## src/hw/rtl/sized_integer_op_evaluator_assert.svh

```systemverilog
// assertion macros for the sized integer operation evaluator
`ifndef SIZED_INTEGER_OP_EVALUATOR_ASSERT_SVH
`define SIZED_INTEGER_OP_EVALUATOR_ASSERT_SVH
`ifndef SYNTHESIS
// same-cycle implication
`define SIOE_ASSERT_NOW(lbl, ante, cons) \
	lbl: assert property (@(posedge clk) disable iff (!arst_n) (ante) |-> (cons)) \
		else $error("sioe assertion failed");
// next-cycle implication
`define SIOE_ASSERT_NEXT(lbl, ante, cons) \
	lbl: assert property (@(posedge clk) disable iff (!arst_n) (ante) |=> (cons)) \
		else $error("sioe assertion failed");
`else
`define SIOE_ASSERT_NOW(lbl, ante, cons)
`define SIOE_ASSERT_NEXT(lbl, ante, cons)
`endif
`endif

```

## src/hw/rtl/sioe_pkg.sv

```systemverilog
// ----------------------------------------------------------------------------
// sioe_pkg
// shared types, operation codes and helpers of the sized integer evaluator
// ----------------------------------------------------------------------------
package sioe_pkg;

	localparam logic [5:0] OP_COPY    = 6'd0;
	localparam logic [5:0] OP_PIECE   = 6'd1;
	localparam logic [5:0] OP_SUBPC   = 6'd2;
	localparam logic [5:0] OP_EQ      = 6'd3;
	localparam logic [5:0] OP_NE      = 6'd4;
	localparam logic [5:0] OP_SLT     = 6'd5;
	localparam logic [5:0] OP_SLE     = 6'd6;
	localparam logic [5:0] OP_LT      = 6'd7;
	localparam logic [5:0] OP_LE      = 6'd8;
	localparam logic [5:0] OP_ZEXT    = 6'd9;
	localparam logic [5:0] OP_SEXT    = 6'd10;
	localparam logic [5:0] OP_ADD     = 6'd11;
	localparam logic [5:0] OP_SUB     = 6'd12;
	localparam logic [5:0] OP_CARRY   = 6'd13;
	localparam logic [5:0] OP_SCARRY  = 6'd14;
	localparam logic [5:0] OP_SBORROW = 6'd15;
	localparam logic [5:0] OP_NEG     = 6'd16;
	localparam logic [5:0] OP_NOT     = 6'd17;
	localparam logic [5:0] OP_XOR     = 6'd18;
	localparam logic [5:0] OP_AND     = 6'd19;
	localparam logic [5:0] OP_OR      = 6'd20;
	localparam logic [5:0] OP_SHL     = 6'd21;
	localparam logic [5:0] OP_SHR     = 6'd22;
	localparam logic [5:0] OP_SAR     = 6'd23;
	localparam logic [5:0] OP_MUL     = 6'd24;
	localparam logic [5:0] OP_DIV     = 6'd25;
	localparam logic [5:0] OP_SDIV    = 6'd26;
	localparam logic [5:0] OP_REM     = 6'd27;
	localparam logic [5:0] OP_SREM    = 6'd28;
	localparam logic [5:0] OP_BNOT    = 6'd29;
	localparam logic [5:0] OP_BXOR    = 6'd30;
	localparam logic [5:0] OP_BAND    = 6'd31;
	localparam logic [5:0] OP_BOR     = 6'd32;
	localparam logic [5:0] OP_PTRADD  = 6'd33;
	localparam logic [5:0] OP_PTRSUB  = 6'd34;
	localparam logic [5:0] OP_POPCNT  = 6'd35;
	localparam logic [5:0] OP_LZCNT   = 6'd36;

	localparam int QDEPTH = 4;

	typedef enum logic [1:0] {CLS_ALU, CLS_MUL, CLS_DIV} cls_t;

	typedef enum logic [1:0] {EX_IDLE, EX_MUL, EX_DIV} ex_state_t;

	typedef struct packed {
		logic [5:0]  action;
		logic [3:0]  si;
		logic [3:0]  so;
		logic [63:0] mi;
		logic [63:0] mo;
		logic [63:0] a;
		logic [63:0] b;
		logic [63:0] c;
		cls_t        cls;
	} entry_t;

	typedef struct packed {
		logic [2:0] count;
	} q_status_t;

	typedef struct packed {
		logic   empty;
		entry_t head;
	} q_head_t;

	function automatic logic [63:0] byte_mask(input logic [3:0] n);
		logic [63:0] m;
		for (int k = 0; k < 8; k++)
			m[8*k +: 8] = (4'(k) < n) ? 8'hff : 8'h00;
		return m;
	endfunction

	// bit 8*n-1 of v, n in 1..8
	function automatic logic sign_at(input logic [63:0] v, input logic [3:0] n);
		logic [2:0] nm1;
		nm1 = 3'(n - 4'd1);
		return v[{nm1, 3'b111}];
	endfunction

endpackage

```

## src/hw/rtl/sioe_front.sv

```systemverilog
// ----------------------------------------------------------------------------
// sioe_front
// request intake: size clamping, masks and operation class
// ----------------------------------------------------------------------------
module sioe_front import sioe_pkg::*; #(
	parameter int MAX_BYTES = 8
) (
	input  logic        clk,
	input  logic        arst_n,
	input  logic        start,
	output logic        busy,
	input  logic [5:0]  action,
	input  logic [3:0]  size_in,
	input  logic [3:0]  size_out,
	input  logic [63:0] operand_a,
	input  logic [63:0] operand_b,
	input  logic [63:0] operand_c,
	input  q_status_t   qstat,
	output logic        push,
	output entry_t      push_entry
);

	logic   valid_s1;
	entry_t entry_s1;
	logic   accept;
	logic [3:0] si, so;
	cls_t   cls;

	function automatic logic [3:0] clamp(input logic [3:0] n);
		if (n == 4'd0) return 4'd1;
		if (n > 4'(MAX_BYTES)) return 4'(MAX_BYTES);
		return n;
	endfunction

	assign busy   = ({1'b0, qstat.count} + {3'b0, valid_s1}) >= 4'(QDEPTH);
	assign accept = start && !busy;
	assign si     = clamp(size_in);
	assign so     = clamp(size_out);

	always_comb begin
		unique case (action)
			OP_MUL, OP_PTRADD: cls = CLS_MUL;
			OP_DIV, OP_SDIV, OP_REM, OP_SREM: cls = CLS_DIV;
			default: cls = CLS_ALU;
		endcase
	end

	always_ff @(posedge clk or negedge arst_n) begin
		if (!arst_n)
			valid_s1 <= 1'b0;
		else
			valid_s1 <= accept;
	end

	always_ff @(posedge clk) begin
		if (accept) begin
			entry_s1.action <= action;
			entry_s1.si     <= si;
			entry_s1.so     <= so;
			entry_s1.mi     <= byte_mask(si);
			entry_s1.mo     <= byte_mask(so);
			entry_s1.a      <= operand_a;
			entry_s1.b      <= operand_b;
			entry_s1.c      <= operand_c;
			entry_s1.cls    <= cls;
		end
	end

	assign push       = valid_s1;
	assign push_entry = entry_s1;

endmodule

```

## config.mk

```make
export PLATFORM = sky130hd
export DESIGN_NAME = sioe_front
export DESIGN_NICKNAME = d
export VERILOG_FILES = /design/src/hw/rtl/sized_integer_op_evaluator_assert.svh /design/src/hw/rtl/sioe_pkg.sv /design/src/hw/rtl/sioe_front.sv
export SDC_FILE = /design/constraint.sdc
export NUM_CORES = 1
export LEC_CHECK = 0
export ABC_AREA = 1
export ABC_CLOCK_PERIOD_IN_PS = 13600
export BUFFER_PORTS_ARGS = -buffer_cell sky130_fd_sc_hd__buf_4
export CAP_MARGIN = 20
export CORE_AREA = 2 2 215 217
export CTS_CLUSTER_DIAMETER = 50
export DETAILED_ROUTE_END_ITERATION = 8
export DIE_AREA = 0 0 217 219
export GPL_TIMING_DRIVEN = 0
export PLACE_DENSITY_LB_ADDON = 0.05
export SLEW_MARGIN = 0
export SYNTH_ARGS = -nofsm -noshare
export SYNTH_HDL_FRONTEND = slang
export SYNTH_SLANG_ARGS = --single-unit
export TNS_END_PERCENT = 20
```

## constraint.sdc

```tcl
create_clock -name clk -period 13.6 [get_ports clk]
set_input_delay 0 -clock clk [delete_from_list [all_inputs] [get_ports clk]]
set_output_delay 0 -clock clk [all_outputs]
set_load 0.005 [all_outputs]
```

# [Word level (Yosys, flattened, before mapping)]
# Index checks and enable logic that the tools add are counted.
[word_totals] elab_cells=73 regBits=337 output_inout_bits=338 input_bits=212
[op_classes] reduce_logical=6 n_lt_le_gt_ge=19 mux=31 add_sub_neg=1 eq_ne=6
[op_table] op="$mux W8" count=16
[op_table] op="$lt A3 B4 Y1 const A" count=8
[op_table] op="$mux W4" count=8
[op_table] op="$eq A6 B5 Y1 const B" count=5
[op_table] op="$lt A1 B4 Y1 const A" count=4
[op_table] op="$lt A2 B4 Y1 const A" count=4
[op_table] op="$gt A4 B4 Y1 const B" count=2
[op_table] op="$logic_not A4 Y1" count=2
[op_table] op="$eq A6 B6 Y1 const B" count=1
[op_table] op="$mux W1" count=6
[op_table] op="$add A3 B1 Y4" count=1
[op_table] op="$ge A4 B3 Y1 const B" count=1
[op_table] op="$pmux W2 S2" count=1
[op_table] op="$reduce_or A4 Y1" count=1
[op_table] op="$reduce_or A2 Y1" count=1
[op_table] op="$logic_and A1 B1 Y1" count=1
[op_table] op="$logic_not A1 Y1" count=1

# [Longest topological paths before layout]
[logic_depth] depth_word=7 mapped_depth=4 ltp_nobuf=4

# [Worst setup path before layout]
# OpenSTA, ideal clock, no wires.
[synth_path] kind="reg2reg" start="register valid_s1 (netlist: push)" end="register valid_s1 (netlist: push)" required_time_ps=12512 period_less_slack_ps=10849 arrival_ps=9761 path_slack_ps=2751 n_path_buf=0 stages_incl_launch_ff=4 setup_ps=1088 path_cell_list="dfrtp_1 -> nand3_1 -> nand2_1 -> nor2_1"
[synth_via] elab_chain_cells=4
[synth_lines] item="from (decl)" line="sioe_front.sv:23" rtl="logic valid_s1;"
[synth_lines] item="from (signal assigned)" line="sioe_front.sv:52" rtl="valid_s1 <= accept;"
[synth_lines] item="$add A3 B1 Y4" line="sioe_front.sv:35" rtl="assign busy = ({1'b0, qstat.count} + {3'b0, valid_s1}) >= 4'(QDEPTH);"
[synth_lines] item="$ge A4 B3 Y1" line="sioe_front.sv:35"
[synth_lines] item="named net busy" line="sioe_front.sv:11" rtl="output logic busy,"
[synth_lines] item="$logic_not A1 Y1" line="sioe_front.sv:36" rtl="assign accept = start && !busy;"
[synth_lines] item="$logic_and A1 B1 Y1" line="sioe_front.sv:36"
[synth_lines] item="named net accept" line="sioe_front.sv:25" rtl="logic accept;"
# The timed path passes the listed nets, and every way through them passes these cells.
# A chain may end at the register's enable or synchronous reset.

# [Worst setup path in the final report]
[layout_path] start="register valid_s1 (netlist: push)" end="register entry_s1 (netlist bit push_entry[188]), enable pin"
[layout_via] elab_chain_cells=4
[layout_lines] item="$add A3 B1 Y4" line="sioe_front.sv:35"
[layout_lines] item="$ge A4 B3 Y1" line="sioe_front.sv:35"
[layout_lines] item="$logic_not A1 Y1" line="sioe_front.sv:36"
[layout_lines] item="$logic_and A1 B1 Y1" line="sioe_front.sv:36"
[layout_lines] item="named net accept" line="sioe_front.sv:25"
[layout_lines] item="to (decl)" line="sioe_front.sv:24" rtl="entry_t entry_s1;"
# The timed path passes the listed nets, and every way through them passes these cells.

==> results by group <==
Status
  – Outcome: finished clean

Job
  – Max-Cap Viols: 0

Placed design
  – RePlAce Congestion: 0.716
  – Area of placed instances: between 10,000 and 15,000 um2
  – HPWL after DPL: 22,600 um
  – Port Buf Inserts: ~550

Critical path
  – CP required: approximately 14 ns
  – CP peak stage delay: about 1.1 ns
  – Crit-path max FO: 15
  – Bufs and invs on worst path: 1
  – Crit path launch type: flop
  – Worst-path cell chain: nand3_1, nand2_1, nor2_4, dlygate4sd3_1
  – Critical path class: flop to flop
  – Crit-path slowest cell: dlygate4sd3_1
  – Setup crit end kind: flop
  – Arrival @ worst endpoint: between 2 and 2.5 ns
  – Top delay family on crit path: buffers and inverters

Timing
  – Final Critical Period: approximately 2.2 ns
  – Fin Clk Skew: approximately 0.012 ns
  – Setup violations, final: 0
  – Slew Viols, Final: 0
  – RSZ-0062 raised after global routing: false
  – Fmax achieved: ~450 MHz
  – Worst-Margin Slew: approximately 0.75 ns
  – Relative slew slack: about half
  – Final hold vios: 0
  – Fin crit share: between 15 and 20%

Pwr
  – Power Density: 124 nW/um2
  – Lkg Pwr: 7.05 nW
  – Final Total Pwr: slightly above 2 mW
  – Worst vdd ir: a little under 0.08 mV

Detailed routing
  – Remaining routing DRC violations: 0
  – WL final: roughly 29,000 um
  – Post-route ant nets: 0
  – First drt pass iteration count: 4
  – Average via count per standard cell: between 3 and 4
  – DRT iter0 DRCs: 142
  – Vias: between 6,000 and 7,000
  – Routed len/inst: approximately 16 um

Layout
  – Area delta synth->final: 109%
  – Nets: around 1,400
  – Layout cells sized above 1: between 50% and 60%
  – Antenna diode count: 0
  – Cell area after layout: ~16,000 um2
  – Fill cell total of the finished layout: ~4,500

GRT
  – Initial antenna violation count: 2
  – GR Overflow Total: 0
  – First-pass GRT wire length: between 40,000 and 50,000 um
  – Vias in the first global route: about 6,400
  – Tot GR Track Use: a little under an eighth
  – Largest net degree at the start of global routing: 30

Synthesis
  – Syn_area_per_cell: around 20 um2
  – Synth async-reset ratio: less than 1%
  – Leading post-synthesis cells by instance count: edfxtp_1 (222), buf_4 (114), inv_1 (16), nor2_1 (16), nand2_1 (9)
  – Top-count cell post-synth: edfxtp_1
  – Seq/Total Area, Yosys: between 80% and 90%
  – Yosys top cell area share: ~86%
  – Dominant cells by area after synthesis: edfxtp_1 (86%), buf_4 (11%), inv_1 (0.77%), nor2_1 (0.77%), o21ai_0 (0.51%)
  – Yosys cell types: 12
  – Warnings from Yosys: 0
  – Synth Instances: between 300 and 400
  – Yosys top cell by area: edfxtp_1
  – Post-synth EDFFs: 222
  – Ys flop type: edfxtp_1
  – Post-Syn Area: ~7800 um2
  – #FFs+latches synth: ~220

Clocking
  – CTS-repair resized insts: 0
  – Root Driver: clkbuf_16
  – CTS tree: built
  – Clk buf depth: 3
  – TritonCTS buffer count: 39
  – Clock latency on the worst-skew pair: 0.52 ns
  – Clk slew on worst S/H paths: roughly 0.05 ns
  – CTS Sinks: 223
  – # H-tree levels: 2

Floorplan
  – Placement Rows: 78
  – Die height: between 200 and 250 um
  – Io pins: between 500 and 600
  – Core area: 45,100 um2
  – Die X: approximately 220 um
  – Die footprint: approximately 48,000 um2
  – Initial Util: between 15 and 20%

Hold path
  – Hold WC Path Type: primary input to flop
cells by family after synthesis:
group | count (synthesis) | share of synthesized area [%]
flip-flops | 223 | 85.8
other | 1 | 0.0481
AO/OA/AOI/OAI | 8 | 0.514
buffers and inverters | 133 | 11.9
AND/OR/NAND/NOR | 32 | 1.72
power breakdown:
part / internal [mW] / total (mW) / switching (mW)
sequential: 0.793 / 0.805 / 0.0119
clock: 0.660 / 0.996 / 0.336
combinational: 0.151 / 0.224 / 0.0733
area by class of cell:
cell class                      count  area [um2]  area share (%)
Timing Repair Buffer              770        6450            39.5
Sequential cell                   223        6690            41.0
Clock inverter                     23         278            1.70
Tap cell                          600         751            4.60
Multi-Input combinational cell     42         189            1.16
Inverter                           17        63.8           0.391
Clock buffer                       46        1040            6.40
Buffer                            116         863            5.29
layer usage:
metal  track usage (%)  vias to the layer above  wire length [um]
li1                  -                     2953                 -
met1              11.9                     2830             10400
met5                 0                        -                29
met4              4.73                        4               731
met2              19.8                      344             14400
met3              5.93                       49              3500
cell usage in the layout, fill, tap and decap left out, drive strengths merged, types with 7 or more instances in the layout:
cell and count:
buf 672, o21ai 8, nor2 16, dlygate4sd3 212
clkinvlp 7, clkinv 9, clkbuf 48, edfxtp 222
nand2 13, inv 18
worst paths after layout:
check | start | cells after the start | slack (ns) | to
setup / recovery | push | 4 | 11.38 | push_entry[188]
hold / removal | qstat[2] | 5 | 0.12 | push_entry[31]
setup reg to reg | push | 4 | 11.38 | push_entry[188]
hold reg to reg | push | 4 | 0.97 | push_entry[31]
max in group asynchronous | arst_n | 3 | 13.18 | push
min in group asynchronous | arst_n | 3 | 0.32 | push
state kept, by name, summed over array words and instances (netlist names):
signal / flops
push: 1
push_entry: 222
stage by stage:
stage	utilization, %	TNS (ns)	hold WS, ns	instances	setup WS (ns)
2_1_floorplan	-	0	-0.296	398	2.75
3_3_place_gp	28.1	-621.80	-0.225	1547	-3.33
3_5_place_dp	28.6	0	-0.224	1556	11.13
4_1_cts	36.2	0	0.0764	1837	11.35
5_1_grt	36.2	0	0.121	1837	11.30
6_report	36.2	0	0.118	1837	11.38
worst register-to-register path: cells and delay by family, from the launching register on:
| family | cells | cell delay (ns) |
|---|---|---|
| buffers and inverters | 1 | 1.08 |
| flip-flops | 1 | 0.38 |
| AND/OR/NAND/NOR | 3 | 0.39 |
repair_timing:
item / 4_1_cts / 5_1_grt
hold buffers: 212 / 0
buffers inserted: 0 / 0
hold endpoints to repair: 236 / 0
No activity file was read; power rests on OpenSTA's default activity.
