--- src/hw/rtl/sized_integer_op_evaluator_assert.svh ---
// assertion macros for the sized integer operation evaluator
`ifndef SIZED_INTEGER_OP_EVALUATOR_ASSERT_SVH
`define SIZED_INTEGER_OP_EVALUATOR_ASSERT_SVH
`ifndef SYNTHESIS
// same-cycle implication
`define SIOE_ASSERT_NOW(lbl, ante, cons) \
	lbl: assert property (@(posedge clk) disable iff (!arst_n) (ante) |-> (cons)) \
		else $error("sioe assertion failed");
// next-cycle implication
`define SIOE_ASSERT_NEXT(lbl, ante, cons) \
	lbl: assert property (@(posedge clk) disable iff (!arst_n) (ante) |=> (cons)) \
		else $error("sioe assertion failed");
`else
`define SIOE_ASSERT_NOW(lbl, ante, cons)
`define SIOE_ASSERT_NEXT(lbl, ante, cons)
`endif
`endif

--- src/hw/rtl/sioe_pkg.sv ---
// ----------------------------------------------------------------------------
// sioe_pkg
// shared types, operation codes and helpers of the sized integer evaluator
// ----------------------------------------------------------------------------
package sioe_pkg;

	localparam logic [5:0] OP_COPY    = 6'd0;
	localparam logic [5:0] OP_PIECE   = 6'd1;
	localparam logic [5:0] OP_SUBPC   = 6'd2;
	localparam logic [5:0] OP_EQ      = 6'd3;
	localparam logic [5:0] OP_NE      = 6'd4;
	localparam logic [5:0] OP_SLT     = 6'd5;
	localparam logic [5:0] OP_SLE     = 6'd6;
	localparam logic [5:0] OP_LT      = 6'd7;
	localparam logic [5:0] OP_LE      = 6'd8;
	localparam logic [5:0] OP_ZEXT    = 6'd9;
	localparam logic [5:0] OP_SEXT    = 6'd10;
	localparam logic [5:0] OP_ADD     = 6'd11;
	localparam logic [5:0] OP_SUB     = 6'd12;
	localparam logic [5:0] OP_CARRY   = 6'd13;
	localparam logic [5:0] OP_SCARRY  = 6'd14;
	localparam logic [5:0] OP_SBORROW = 6'd15;
	localparam logic [5:0] OP_NEG     = 6'd16;
	localparam logic [5:0] OP_NOT     = 6'd17;
	localparam logic [5:0] OP_XOR     = 6'd18;
	localparam logic [5:0] OP_AND     = 6'd19;
	localparam logic [5:0] OP_OR      = 6'd20;
	localparam logic [5:0] OP_SHL     = 6'd21;
	localparam logic [5:0] OP_SHR     = 6'd22;
	localparam logic [5:0] OP_SAR     = 6'd23;
	localparam logic [5:0] OP_MUL     = 6'd24;
	localparam logic [5:0] OP_DIV     = 6'd25;
	localparam logic [5:0] OP_SDIV    = 6'd26;
	localparam logic [5:0] OP_REM     = 6'd27;
	localparam logic [5:0] OP_SREM    = 6'd28;
	localparam logic [5:0] OP_BNOT    = 6'd29;
	localparam logic [5:0] OP_BXOR    = 6'd30;
	localparam logic [5:0] OP_BAND    = 6'd31;
	localparam logic [5:0] OP_BOR     = 6'd32;
	localparam logic [5:0] OP_PTRADD  = 6'd33;
	localparam logic [5:0] OP_PTRSUB  = 6'd34;
	localparam logic [5:0] OP_POPCNT  = 6'd35;
	localparam logic [5:0] OP_LZCNT   = 6'd36;

	localparam int QDEPTH = 4;

	typedef enum logic [1:0] {CLS_ALU, CLS_MUL, CLS_DIV} cls_t;

	typedef enum logic [1:0] {EX_IDLE, EX_MUL, EX_DIV} ex_state_t;

	typedef struct packed {
		logic [5:0]  action;
		logic [3:0]  si;
		logic [3:0]  so;
		logic [63:0] mi;
		logic [63:0] mo;
		logic [63:0] a;
		logic [63:0] b;
		logic [63:0] c;
		cls_t        cls;
	} entry_t;

	typedef struct packed {
		logic [2:0] count;
	} q_status_t;

	typedef struct packed {
		logic   empty;
		entry_t head;
	} q_head_t;

	function automatic logic [63:0] byte_mask(input logic [3:0] n);
		logic [63:0] m;
		for (int k = 0; k < 8; k++)
			m[8*k +: 8] = (4'(k) < n) ? 8'hff : 8'h00;
		return m;
	endfunction

	// bit 8*n-1 of v, n in 1..8
	function automatic logic sign_at(input logic [63:0] v, input logic [3:0] n);
		logic [2:0] nm1;
		nm1 = 3'(n - 4'd1);
		return v[{nm1, 3'b111}];
	endfunction

endpackage

--- src/hw/rtl/sioe_queue.sv ---
// ----------------------------------------------------------------------------
// sioe_queue
// short request queue between front and back
// ----------------------------------------------------------------------------
module sioe_queue import sioe_pkg::*; (
	input  logic      clk,
	input  logic      arst_n,
	input  logic      push,
	input  entry_t    push_entry,
	input  logic      pop,
	output q_head_t   qhead,
	output q_status_t qstat
);

	entry_t     mem [QDEPTH];
	logic [1:0] wr_q, rd_q;
	logic [2:0] count_q;

	always_ff @(posedge clk) begin
		if (push)
			mem[wr_q] <= push_entry;
	end

	always_ff @(posedge clk or negedge arst_n) begin
		if (!arst_n) begin
			wr_q    <= '0;
			rd_q    <= '0;
			count_q <= '0;
		end else begin
			if (push)
				wr_q <= wr_q + 2'd1;
			if (pop)
				rd_q <= rd_q + 2'd1;
			count_q <= count_q + {2'b0, push} - {2'b0, pop};
		end
	end

	assign qhead.empty = (count_q == 3'd0);
	assign qhead.head  = mem[rd_q];
	assign qstat.count = count_q;

endmodule

--- config.mk ---
export PLATFORM = sky130hd
export DESIGN_NAME = sioe_queue
export DESIGN_NICKNAME = d
export VERILOG_FILES = /design/src/hw/rtl/sized_integer_op_evaluator_assert.svh /design/src/hw/rtl/sioe_pkg.sv /design/src/hw/rtl/sioe_queue.sv
export SDC_FILE = /design/constraint.sdc
export NUM_CORES = 1
export LEC_CHECK = 0
export ABC_AREA = 1
export BUFFER_PORTS_ARGS = -buffer_cell sky130_fd_sc_hd__buf_2
export CORE_AREA = 4 4 382 384
export CTS_CLUSTER_DIAMETER = 80
export CTS_CLUSTER_SIZE = 40
export DETAILED_ROUTE_END_ITERATION = 12
export DIE_AREA = 0 0 386 388
export SLEW_MARGIN = 20
export SYNTH_ARGS = -nofsm -noshare
export SYNTH_HDL_FRONTEND = slang
export SYNTH_SLANG_ARGS = --single-unit
--- constraint.sdc ---
create_clock -name clk -period 8.3 [get_ports clk]
set_input_delay 0.415 -clock clk [delete_from_list [all_inputs] [get_ports clk]]
set_output_delay 0.415 -clock clk [all_outputs]
set_load 0.05 [all_outputs]
# Word level (Yosys, flattened, before mapping)
# Memories as Yosys holds them, arrays and structs flattened.
# Index checks and enable logic that the tools add are counted.
[classes] reduce_logical=1 n_mux=2 n_addsub=4
[ops] operator="2-bit by 1-bit adder with 2-bit output (second input constant)" count=2
[ops] operator="3-bit by 1-bit adder with 3-bit output" count=1
[ops] operator="3-bit zero test" count=1
[ops] operator="3-bit by 1-bit subtractor with 3-bit output" count=1
[ops] operator="1-bit 2-to-1 mux" count=2
[word_totals] ramBits=1344 out_inout_bits=340 input_bits=340 memories=1 register_bits=7
[mem_list] name="mem" words=4 word_bits=336 rd=1 rd_clocked_by_memory_dff=0 write_ports=1 line_no="sioe_queue.sv:15" rtl="entry_t mem [QDEPTH];"

# Depth between registers and ports, before layout
# Gate-level depths: netlist of run 1.
[logic_depth] ltp_word=2 depth_mapped=10 mapped_depth_nobuf=10

# Worst setup path before layout of run 1
# Ideal clock, no wire load.
[synth_timing] path_type="in2reg" from="in push" to="mem mem[0][0] in the netlist's numbering, enable pin" setup_slack_ns=0.420 cell_stages=3 arrival_ns=7.194 path_cell_list="clkbuf_1 -> nand2_1 -> inv_1"
[synth_via] elab_chain_cells=2
[synth_lines] item="from (decl)" line_no="sioe_queue.sv:8" rtl="input logic push,"
[synth_lines] item="1-bit 2-to-1 mux" line_no="sioe_queue.sv:20" rtl="if (push)"
[synth_lines] item="1-bit 2-to-1 mux (not written as such)" line_no="sioe_queue.sv:21" rtl="mem[wr_q] <= push_entry;"
[synth_lines] item="to (decl)" line_no="sioe_queue.sv:15"
# No other way between the ends.

==> results of run 1 <==
==> placed cells by master, fill, tap and decap left out, types with 11 or more instances in the layout <==
cell type	instances
buf_4	14
inv_8	11
edfxtp_1	1344
nand2_1	1691
clkbuf_16	71
buf_12	14
clkinv_8	11
diode_2	21
inv_1	1352
dlygate4sd3_1	341
buf_2	679
nand3_1	673
inv_16	13
==> worst max-delay path by stage <==
| stage | slack [ns] | end | depth (start not counted) |
|---|---|---|---|
| after floorplan | 0.42 | mem[0][0] | 3 |
| after global placement | 4.36 | qhead[203] | 7 |
| after detailed placement | 4.33 | qhead[227] | 7 |
| after CTS | 3.53 | qhead[70] | 7 |
| after global routing | 3.26 | qhead[181] | 7 |
| final | 3.53 | qhead[134] | 7 |
==> metrics by stage <==
step | cells | util [%] | hold slack, ns | area (um^2)
6_report | 8186 | 47.6 | 0.465 | 68000
5_1_grt | 8178 | 47.6 | 0.406 | 67900
4_1_cts | 8165 | 47.6 | 0.377 | 67900
3_5_place_dp | 7695 | 43.2 | 0.268 | 61700
3_3_place_gp | 7695 | 43.2 | 0.262 | 61700
2_1_floorplan | 5309 | - | 0.119 | 56600
==> power groups by stage <==
stage	sequential [W]	clock (W)	combinational [W]
6_report	0.00921	0.00445	0.0124
5_1_grt	0.00931	0.00484	0.0133
4_1_cts	0.00921	0.00459	0.0126
3_5_place_dp	0.00937	0	0.0124
3_3_place_gp	0.00934	0	0.0123
2_1_floorplan	0.00972	0	0.00901
==> final cells by class <==
class / count / area share (%)
Sequential cell: 1351 / 59.6
Multi-Input combinational cell: 2376 / 14.5
Timing Repair Buffer: 1048 / 10.6
Inverter: 1358 / 7.57
Tap cell: 1903 / 3.50
Clock buffer: 72 / 2.62
Clock inverter: 57 / 1.51
Antenna cell: 21 / 0.0773
==> worst register-to-register path, delay by kind of cell (launching register included) <==
kind                       cells  cell delay [ns]
buffers and inverters          4             2.05
adders and majority gates      1             0.15
DFF                            1             0.42
and+or+nand+nor                1             0.12
==> what timing repair did <==
item,4_1_cts,5_1_grt
hold buffers,341,0
resized for setup,0,0
hold endpoints to repair,1355,0
==> sequential cells by signal, indices dropped and copies added, names as in the netlist <==
| name | cells |
|---|---|
| qstat | 3 |
| wr_q | 2 |
| mem | 1344 |
| rd_q | 2 |
==> logic make-up (layout without fill, tap and decap cells) <==
group,count (synthesis),after routing
other,0,21
AO/OA/AOI/OAI,1,1
flip-flops,1351,1351
XOR/XNOR,3,3
AND/OR/NAND/NOR,2365,2365
adder cells (fa/ha/maj),7,7
buffers and inverters,1582,2535
==> layer usage <==
metal,GRT usage [%],part of all wire (%),wire length [um],vias up
met1,22.0,41,54500,17400
met3,3.95,6.6,8790,192
met5,0,0.011,14,-
met4,5.66,3.3,4400,2
met2,29.5,49,65300,878
li1,-,-,-,18300
==> impl_metrics.py, run 1 <==
metrics = {
    "sta": {
        "drv_slew": 0,
        "rsz0062_at_grt": "false",
        "slew_headroom_pct": 24.0,
        "fin_crit_sh_pct": 57.5,
        "finalHoldViolCount": 0,
        "min_period_ns": 4.77,
        "setup-tns-final_ns": 0,
        "fmax_mhz": 210,
        "setup_viol": 0,
        "worst_pin_slew_ns": 1.14,
        "clock_skew_ns": 0.0642,
        "setup_slack_ns": 3.53,
    },
    "setup_path": {
        "r2r_slack_ns": 5.17,
        "crit_type": "flip-flop to output pin",
        "critPathArrivalTime_ns": 4.36,
        "crit_path_end_kind": "output pin",
        "required_ns": 7.89,
        "max_stage_delay_ns": 0.80,
        "r2r-end": "mem[1][209]",
        "reg2regPathDepth": 6,
        "start_kind": "flip-flop",
        "cp_max_fo": 196,
        "crit_chain": "buf_4 -> buf_4 -> buf_12 -> nand2_1 -> nand3_1 -> nand2_1 -> buf_2",
        "critical_path_buf_inv_count": 4,
        "timing.rr.start": "wr_q[1]",
        "slowest_stage": "dfrtp_4",
        "startpoint": "rd_q[0]",
        "crit_family": "buffers and inverters",
    },
    "synthesis": {
        "yosys.area_share.simple_pct": 17.2,
        "synth_cell_types": 16,
        "synthTopCellsByCount": "nand2_1, inv_1, edfxtp_1",
        "ys_seq_area_share_pct": 71.6,
        "synth.top_cell.area_share_pct": 71.3,
        "synth-xor-area-share_pct": 0.0464,
        "synth_compound_area_share_pct": 0.00884,
        "synth_seq_cells": 1351,
        "yosysMostFrequentCell": "nand2_1",
        "syn_area_um2": 56600,
        "synth_top_family_by_area": "simple AND/OR/NAND/NOR gates",
        "synth-async-reset-ratio_pct": 0.518,
        "synth.net_count": 5656,
        "synth_area_leader_cell": "edfxtp_1",
        "yosys_most_used_dff": "edfxtp_1",
        "ys_warn_count": 0,
        "synth_fa_ha_area_share_pct": 0.168,
        "synth_area_leaders": "edfxtp_1, nand2_1, inv_1",
        "synth.mux.area_fraction_pct": 0,
        "syn-instance-count": 5309,
        "synth_area_per_cell_um2": 10.7,
        "synth_edf_count": 1344,
    },
    "power_and_ir_drop": {
        "total_power_w": 0.0260,
        "swShare_pct": 48.8,
        "power_frac_seq_pct": 35.4,
        "leakage_nw": 31.1,
        "comb_power_share_pct": 47.6,
        "p_int_w": 0.0133,
        "ir_worst_vdd_mv": 0.379,
        "switchingPower_w": 0.0127,
        "p_clk_share_pct": 17.1,
        "p_per_area_nw_per_um2": 383,
    },
    "cts": {
        "clk_pin_slew_worst_paths_ns": 0.11,
        "cts_buffers": 71,
        "post-cts-setup-buffers": 0,
        "root_buffer": "clkbuf_16",
        "cts_tree": "built",
        "h-tree-depth": 3,
        "cts.sinks": 1351,
        "clockBufferDepth": 3,
        "clk_latency_ns": 0.69,
    },
    "grt": {
        "gr-total-overflow": 0,
        "grt_max_degree": 197,
        "antenna_found_initial": 18,
        "grt_util_all_layers_pct": 17.4,
        "grt_first_pass_wirelength_um": 204000,
        "grt_pass1_vias": 35100,
    },
    "route": {
        "drt_first_pass_iters": 5,
        "routed_via_density": 4.49,
        "wirelength_um": 133000,
        "routedWlPerCell_um": 16.2,
        "num_vias": 36800,
        "drt-initial-drc-count": 2143,
        "ant_nets": 0,
        "drc": 0,
    },
    "finish": {
        "register_area_um2": 40500,
        "final_layout_size_suffix_gt1_share_pct": 13.5,
        "syn2layout_area_growth_pct": 20.1,
        "multi_input_area_um2": 9850,
        "n_fill_cell": 12800,
        "final_nets": 6553,
    },
    "place": {
        "hpwl_um": 78100,
        "io_buffers": 679,
        "gp_congestion": 0.759,
        "post-place-ws_ns": 4.33,
    },
    "die": {
        "core_um2": 143000,
        "die_x_um": 386,
        "die_height_um": 388,
        "start_util_pct": 39.6,
        "ios": 680,
        "num_rows": 139,
        "die_area_um2": 150000,
    },
    "worst_hold_path": {
        "hold_path_end": "mem[3][53]",
        "hold_path_class": "input port to flip-flop",
        "hp-start": "push_entry[53]",
        "holdPathStages": 2,
    },
    "job": {
        "drv_cap": 0,
    },
    "outcome": {
        "status": "completed",
    },
}
Power figures use the tool's default switching activity.
==> inputs of run 2 (changes only) <==
==> constraint.sdc (replaced) <==
create_clock -name clk -period 4.6 [get_ports clk]
set_input_delay 0.23 -clock clk [delete_from_list [all_inputs] [get_ports clk]]
set_output_delay 0.23 -clock clk [all_outputs]
set_load 0.05 [all_outputs]
==> impl_metrics.py, run 2 (same netlist as run 1, synthesis figures left out) <==
metrics = {
    "outcome": {
        "status": "completed",
    },
    "grt": {
        "grt_util_all_layers_pct": 17.8,
        "grt.busiest_layer": "met2",
        "grt_first_pass_wirelength_um": 208000,
        "gr-total-overflow": 0,
        "grt_util_met2_pct": 31.1,
        "grt_pass1_vias": 35500,
        "use_met1_pct": 22.6,
        "grt_util_met3_pct": 3.37,
        "antenna_found_initial": 28,
        "grt_max_degree": 186,
    },
    "route": {
        "drc": 0,
        "num_vias": 37100,
        "drt_first_pass_iters": 5,
        "drt-initial-drc-count": 2184,
        "routed_via_density": 4.51,
        "ant_nets": 0,
        "routedWlPerCell_um": 16.6,
        "wirelength_um": 137000,
    },
    "die": {
        "start_util_pct": 39.6,
        "die_x_um": 386,
        "core_um2": 143000,
        "die_height_um": 388,
        "ios": 680,
        "die_area_um2": 150000,
        "num_rows": 139,
    },
    "sta": {
        "clock_skew_ns": 0.0496,
        "worst_pin_slew_ns": 1.31,
        "drv_slew": 0,
        "fin_crit_sh_pct": 79.1,
        "slew_headroom_pct": 12.5,
        "whs_ns": 0.276,
        "fmax_mhz": 275,
        "rsz0062_at_grt": "false",
        "setup_viol": 0,
        "min_period_ns": 3.64,
        "finalHoldViolCount": 0,
    },
    "place": {
        "gp_congestion": 0.775,
        "hpwl_um": 83000,
        "placed_area_um2": 62100,
        "dp_cells": 7731,
        "io_buffers": 679,
    },
    "cts": {
        "cts_buffers": 67,
        "post-cts-setup-buffers": 0,
        "root_buffer": "clkbuf_16",
        "clk_latency_ns": 0.69,
        "h-tree-depth": 3,
        "cts_tree": "built",
        "clockBufferDepth": 3,
        "clk_pin_slew_worst_paths_ns": 0.12,
        "cts.sinks": 1351,
    },
    "finish": {
        "final_nets": 6584,
        "finish.instance_area_um2": 68200,
        "multi_input_area_um2": 9860,
        "syn2layout_area_growth_pct": 20.4,
        "largest_reg_flops": 1344,
        "n_fill_cell": 12800,
        "layout_common_cells": "nand2_1, inv_1, edfxtp_1",
        "top_register": "mem",
        "final-instance-count-excl-fill": 8220,
        "final_common_cell": "nand2_1",
        "register_area_um2": 40500,
        "final_layout_size_suffix_gt1_share_pct": 14.0,
    },
    "power_and_ir_drop": {
        "leakage_nw": 31.2,
        "power_frac_seq_pct": 35.3,
        "p_clk_share_pct": 16.4,
        "p_per_area_nw_per_um2": 689,
        "p_int_w": 0.0240,
        "comb_power_share_pct": 48.3,
        "switchingPower_w": 0.0230,
        "ir_worst_vdd_mv": 0.703,
        "swShare_pct": 49.0,
    },
    "setup_path": {
        "crit_family": "buffers and inverters",
        "crit_chain": "inv_8 -> buf_4 -> nand2_1 -> nand3_1 -> nand2_1 -> buf_2",
        "cp_common_cell": "nand2_1",
        "crit_path_end_kind": "output pin",
        "crit_type": "flip-flop to output pin",
        "required_ns": 4.37,
        "slowest_stage": "inv_8",
        "critPathArrivalTime_ns": 3.41,
        "cp_max_fo": 139,
        "max_stage_delay_ns": 0.76,
        "start_kind": "flip-flop",
        "critical_path_buf_inv_count": 3,
    },
    "job": {
        "drv_cap": 0,
    },
    "worst_hold_path": {
        "hold_path_class": "input port to flip-flop",
    },
}
run 2: changes by cell type in the layout (fill, tap and decap cells not counted), moves of 3 or more:
| cell | delta |
|---|---|
| clkinvlp_4 | +3 |
| clkinv_1 | +3 |
| diode_2 | +5 |
| inv_8 | -4 |
| buf_12 | +10 |
| inv_12 | -4 |
| clkinv_8 | -3 |
| clkbuf_16 | -3 |
| nand2_1 | -3 |
| nand2_2 | +3 |
| ha_1 | -3 |
| ha_2 | +3 |
| buf_4 | +26 |
| clkinv_4 | +3 |
run 2: metal layers:
metal / up-vias / share of wire (%)
met3: 166 / 5.7
met5: - / 0.040
met1: 17700 / 42
li1: 18400 / -
met2: 819 / 50
met4: 8 / 2.6
run 2: power groups by stage:
stage / clock network [W] / logic, W / registers [W]
3_3_place_gp: 0 / 0.0226 / 0.0168
3_5_place_dp: 0 / 0.0227 / 0.0169
5_1_grt: 0.00840 / 0.0244 / 0.0168
4_1_cts: 0.00795 / 0.0230 / 0.0166
2_1_floorplan: 0 / 0.0163 / 0.0173
6_report: 0.00769 / 0.0227 / 0.0166
run 2: path summary, 6_finish.rpt:
kind / cells past startpoint / from / slack, ns / endpoint
min: 2 / push_entry[191] / 0.28 / mem[3][191]
min in group asynchronous: 3 / arst_n / 0.58 / qstat[0]
max reg2reg: 6 / wr_q[1] / 1.97 / mem[1][251]
max: 6 / rd_q[0] / 0.96 / qhead[125]
max in group asynchronous: 3 / arst_n / 3.65 / rd_q[1]
min reg2reg: 1 / wr_q[0] / 0.57 / wr_q[0]
run 2: through the flow:
stage               utilization (%)  setup TNS, ns  setup WS, ns  total power [W]
floorplan                         -       -2031.68         -1.52           0.0335
global placement               43.5              0          1.78           0.0394
detailed placement             43.5              0          1.77           0.0396
CTS                            47.7              0         0.937           0.0476
global route                   47.7              0         0.756           0.0496
finish                         47.7              0         0.964           0.0470
run 2: cell type report:
| class | instances | share of cell area, % |
|---|---|---|
| flip-flops and latches | 1351 | 59.5 |
| inverters | 1358 | 7.52 |
| repair buffers | 1083 | 11.1 |
| well taps | 1903 | 3.49 |
| diodes | 26 | 0.0954 |
| multi-input cells | 2376 | 14.5 |
| clock buffers | 68 | 2.50 |
| clock inverters | 55 | 1.33 |
run 2: timing repair:
item / in CTS / in global routing
hold buffers: 340 / 0
endpoints found under the hold margin: 1356 / 0
resized for setup: 0 / 0
